==> config.mk <==
export PLATFORM = sky130hd
export DESIGN_NAME = rast_queue
export DESIGN_NICKNAME = d
export VERILOG_FILES = /design/src/design/rast_pkg.sv /design/src/design/rast_queue.sv
export SDC_FILE = /design/constraint.sdc
export NUM_CORES = 1
export LEC_CHECK = 0
export BUFFER_PORTS_ARGS = -buffer_cell sky130_fd_sc_hd__buf_4
export CAP_MARGIN = 10
export CORE_MARGIN = 5
export CORE_UTILIZATION = 30
export DETAILED_ROUTE_END_ITERATION = 12
export PLACE_DENSITY = 0.54
export SETUP_SLACK_MARGIN = 0.3
export SLEW_MARGIN = 20
export SYNTH_ARGS = -nofsm -noshare
export SYNTH_HDL_FRONTEND = slang
export SYNTH_SLANG_ARGS = --single-unit
==> constraint.sdc <==
create_clock -name clk -period 5.3 [get_ports clk]
set_input_delay 1.59 -clock clk [delete_from_list [all_inputs] [get_ports clk]]
set_output_delay 1.59 -clock clk [all_outputs]
set_load 0.01 [all_outputs]
==> src/design/rast_pkg.sv <==
`timescale 1ns / 1ps
// Shared types, codes and constants for the lazy range add/assign/sum tree.
package rast_pkg;

  localparam int IDX_W = 17;
  localparam int OPV_W = 32;
  localparam int VAL_W = 64;
  localparam int CMD_W = 2;

  localparam int DEF_MAX_ELEMENTS = 65536;
  localparam int IDX_CAP = 131071;
  localparam int CNT_RESET = 65536;

  localparam int Q_DEPTH = 4;
  localparam int Q_AW = 2;
  localparam int STK_DEPTH = 32;
  localparam int STK_AW = 5;

  localparam logic [CMD_W-1:0] CMD_ADD = 2'd0;
  localparam logic [CMD_W-1:0] CMD_ASSIGN = 2'd1;
  localparam logic [CMD_W-1:0] CMD_QUERY = 2'd2;
  localparam logic [CMD_W-1:0] CMD_QUERY_ALT = 2'd3;

  typedef enum logic [1:0] {OP_ADD, OP_ASSIGN, OP_QUERY} op_t;

  typedef struct packed {
    op_t              op;
    logic [IDX_W-1:0] first;
    logic [IDX_W-1:0] last;
    logic [VAL_W-1:0] value;
  } cmd_t;

  typedef struct packed {
    logic [VAL_W-1:0] sum;
    logic [VAL_W-1:0] add_tag;
    logic [VAL_W-1:0] asg_val;
    logic             asg_vld;
  } node_t;

  typedef struct packed {
    logic full;
    logic empty;
  } q_stat_t;

  typedef struct packed {
    logic q_full;
    logic clearing;
  } fe_ctl_t;

  typedef enum logic [3:0] {
    ST_CLEAR, ST_IDLE, ST_VISIT, ST_QACC, ST_PD_RD, ST_MUL_LO, ST_MUL_HI,
    ST_AP_WR, ST_DESCEND, ST_RET, ST_RC_LEFT, ST_RC_RIGHT, ST_RC_WR, ST_OUT
  } state_t;

  typedef enum logic [1:0] {AP_NODE, AP_LEFT, AP_RIGHT} ap_sel_t;

endpackage

==> src/design/rast_queue.sv <==
`timescale 1ns / 1ps
// Short command queue between front end and tree engine.
module rast_queue (
  input  logic             clk,
  input  logic             rst_n,
  input  logic             push,
  input  rast_pkg::cmd_t   push_data,
  input  logic             pop,
  output rast_pkg::cmd_t   pop_data,
  output rast_pkg::q_stat_t stat
);
  import rast_pkg::*;

  cmd_t            slot_r [Q_DEPTH];
  logic [Q_AW-1:0] wr_ptr_r;
  logic [Q_AW-1:0] rd_ptr_r;
  logic [Q_AW:0]   cnt_r;

  assign stat.full  = (cnt_r == (Q_AW+1)'(Q_DEPTH));
  assign stat.empty = (cnt_r == '0);
  assign pop_data   = slot_r[rd_ptr_r];

  always_ff @(posedge clk) begin
    if (!rst_n) begin
      wr_ptr_r <= '0;
      rd_ptr_r <= '0;
      cnt_r    <= '0;
    end else begin
      if (push) wr_ptr_r <= wr_ptr_r + 1'b1;
      if (pop) rd_ptr_r <= rd_ptr_r + 1'b1;
      if (push && !pop) cnt_r <= cnt_r + 1'b1;
      else if (pop && !push) cnt_r <= cnt_r - 1'b1;
    end
  end

  always_ff @(posedge clk) begin
    if (push) slot_r[wr_ptr_r] <= push_data;
  end
endmodule

==> flow_metrics.tcl <==
set metrics [dict create \
    clock_latency_ns 0.55 \
    max_clock_freq_mhz 257 \
    seq_area_frac_synth_pct 81.4 \
    drc_errors 0 \
    holdWs_ns 0.516 \
    clkSinkCount 409 \
    maxSlewHeadroom_pct 35.3 \
    postPlaceCellArea_sq_um 17300 \
    post-cts-setup-buffer-count 0 \
    met1_usage_pct 14.3 \
    detail_route.first_pass.iterations 6 \
    worstReg2RegEnd "slot_r[1][13]" \
    layout_min_cycle_time_ns 3.89 \
    finalClockSkew_ns 0.00916 \
    hold_violations 0 \
    leakage_nw 6.22 \
    wl_per_cell_um 20.3 \
    comb_power_share_pct 10.0 \
    use_met2_pct 18.2 \
    reg2reg_slack_ns 3.37 \
    p_switching_mw 1.63 \
    synthCells 565 \
    cp-start-kind "flip-flop" \
    status "finished clean" \
    required_ns 3.71 \
    cts_resized 0 \
    seq_power_share_pct 49.0 \
    dp_hpwl_um 17700 \
    layout-drive-gt1-share_pct 46.4 \
    cts_hold_buf 0 \
    cts_inserted_buffers 44 \
    cts_buffer_depth 3 \
    io_pins 206 \
    reg2reg_depth 3 \
    setup-violations-final 0 \
    p_sw_share_pct 21.2 \
    end_kind "output pin" \
    ctsRootBufferMaster "clkbuf_16" \
    hold_class "reg2reg" \
    worstPathMaxFanout 48 \
    ant_nets 0 \
    final.period_utilization_pct 73.4 \
    synth_cell_type_count 21 \
    path_clk_slew_ns 0.06 \
    vias 6554 \
    hold_depth 2 \
    die_area_sq_um 54500 \
    grt_max_degree 57 \
    critPathArrivalTime_ns 2.30 \
    nets 916 \
    cts_htree_levels 2 \
    drv_cap 0 \
    initial_core_util_pct 30.5 \
    grt_pass1_wl_um 45900 \
    min-delay-start "cnt_r[2]" \
    yosysWarnings 0 \
    grt_pass1_vias 7327 \
    finalSetupTns_ns 0 \
    finalInstanceArea_sq_um 18800 \
    criticalPathCategory "reg2out" \
    die_h_um 233 \
    top_usage_layer "met2" \
    min_to "cnt_r[2]" \
    drt-total-wl_um 30400 \
    slew_viol_final 0 \
    antenna_found_initial 1 \
    use_met3_pct 4.00 \
    grt-ovfl-total 0 \
    core_sq_um 49200 \
    setup_ws_ns 1.41 \
    synth_area_sq_um 15000 \
    place_ws_ns 1.90 \
    place_congestion 0.674 \
    tritoncts "done" \
    post_synth.cell_area_avg_sq_um 26.5 \
    synth-seq-cells 409 \
    ir_worst_vdd_uv 264 \
    area_delta_synth_final_pct 25.2 \
    synth_nets 675 \
    via_per_inst 4.36 \
    pwr-share-clk_pct 41.0 \
    drt_iter0_markers 285 \
    grt.total_usage_pct 11.2 \
    final_util_pct 38.1 \
    r2r_start "wr_ptr_r[0]" \
    die_w_um 233 \
    port_buffers 205 \
    rows 81 \
    worst_pin_slew_ns 0.971 \
    intPower_mw 6.06 \
    power_density_nw_per_um2 410 \
    rsz0062_at_grt "no" \
]
[placed cells by master, fill, tap and decap left out, drive strengths merged]
master      n
edfxtp    400
buf       217
mux4      100
clkbuf     54
clkinv     12
dfxtp       9
and2        9
bufinv      8
ha          5
inv         5
xor2        3
clkinvlp    3
xnor2       2
mux2i       2
nor2b       2
diode       1
nor3        1
nor3b       1
nand2       1
o21ai       1
or3         1
a21boi      1
fa          1
[stage by stage]
| step | std cells | power, mW |
|---|---|---|
| 6_report | 1503 | 7.68 |
| 3_3_place_gp | 1424 | 4.62 |
| 2_1_floorplan | 565 | 4.25 |
| 4_1_cts | 1502 | 7.84 |
| 3_5_place_dp | 1424 | 4.63 |
| 5_1_grt | 1502 | 8.03 |
[final cells by class]
cell class | instances | area [sq um]
repair buffers | 217 | 1700
multi-input cells | 130 | 2510
inverters | 4 | 15.0
fillers | 4455 | 30400
well taps | 664 | 831
clock inverters | 24 | 328
clock buffers | 54 | 1160
diodes | 1 | 2.50
flip-flops and latches | 409 | 12200
[Yosys cell counts]
master	count	share of area, %
mux2i_1	2	0.13
and2_1	9	0.38
a21boi_0	1	0.050
buf_6	1	0.075
buf_1	1	0.025
nor2b_1	2	0.084
inv_1	4	0.10
nor3_1	1	0.033
ha_1	5	0.42
buf_2	10	0.33
edfxtp_1	400	80
nor3b_1	1	0.050
fa_1	1	0.13
o21ai_0	1	0.033
buf_12	10	1.3
xnor2_1	2	0.12
nand2_1	1	0.025
dfxtp_1	9	1.2
mux4_2	100	15
or3_1	1	0.042
xor2_1	3	0.18
[worst max-delay path, cell delays in order, from the launching register on]
cell and delay, ns:
dfxtp_4 0.50, buf_12 0.34, mux4_2 0.62, buf_4 0.17
[power by group through the flow]
stage               Combinational (mW)  Clock, mW  Sequential [mW]
global placement                 0.792          0             3.83
floorplan                        0.430          0             3.82
CTS                              0.798       3.27             3.77
detailed placement               0.795          0             3.84
global route                     0.832       3.42             3.78
finish                           0.766       3.15             3.76
[logic make-up after synthesis]
kind of cell    synth area share [%]
xor+xnor                       0.292
simple gates                   0.610
compound gates                0.0835
fa+ha+maj                      0.551
mux                             15.2
flops                           81.4
buf+inv                         1.87
[flip-flops by register name, indices dropped and copies added, names as in the netlist, named ones only]
signal	cells
wr_ptr_r	2
rd_ptr_r	2
slot_r	400
cnt_r	3
[layer usage]
metal  part of all wire, %  wire length, um
met3                   7.3             2220
met4                   2.0              608
met1                    41            12400
met2                    50            15200
met5                     0                0
[worst max path at each step]
stage              start           end  slack [ns]  depth (start not counted)
2_1_floorplan       push  slot_r[0][0]        0.93                          1
3_5_place_dp   flip-flop  pop_data[58]        1.90                          3
5_1_grt        flip-flop  pop_data[12]        1.25                          3
6_report       flip-flop  pop_data[12]        1.41                          3
4_1_cts        flip-flop  pop_data[58]        1.29                          3
3_3_place_gp   flip-flop  pop_data[34]        1.91                          3
No activity file was read; power rests on OpenSTA's default activity.
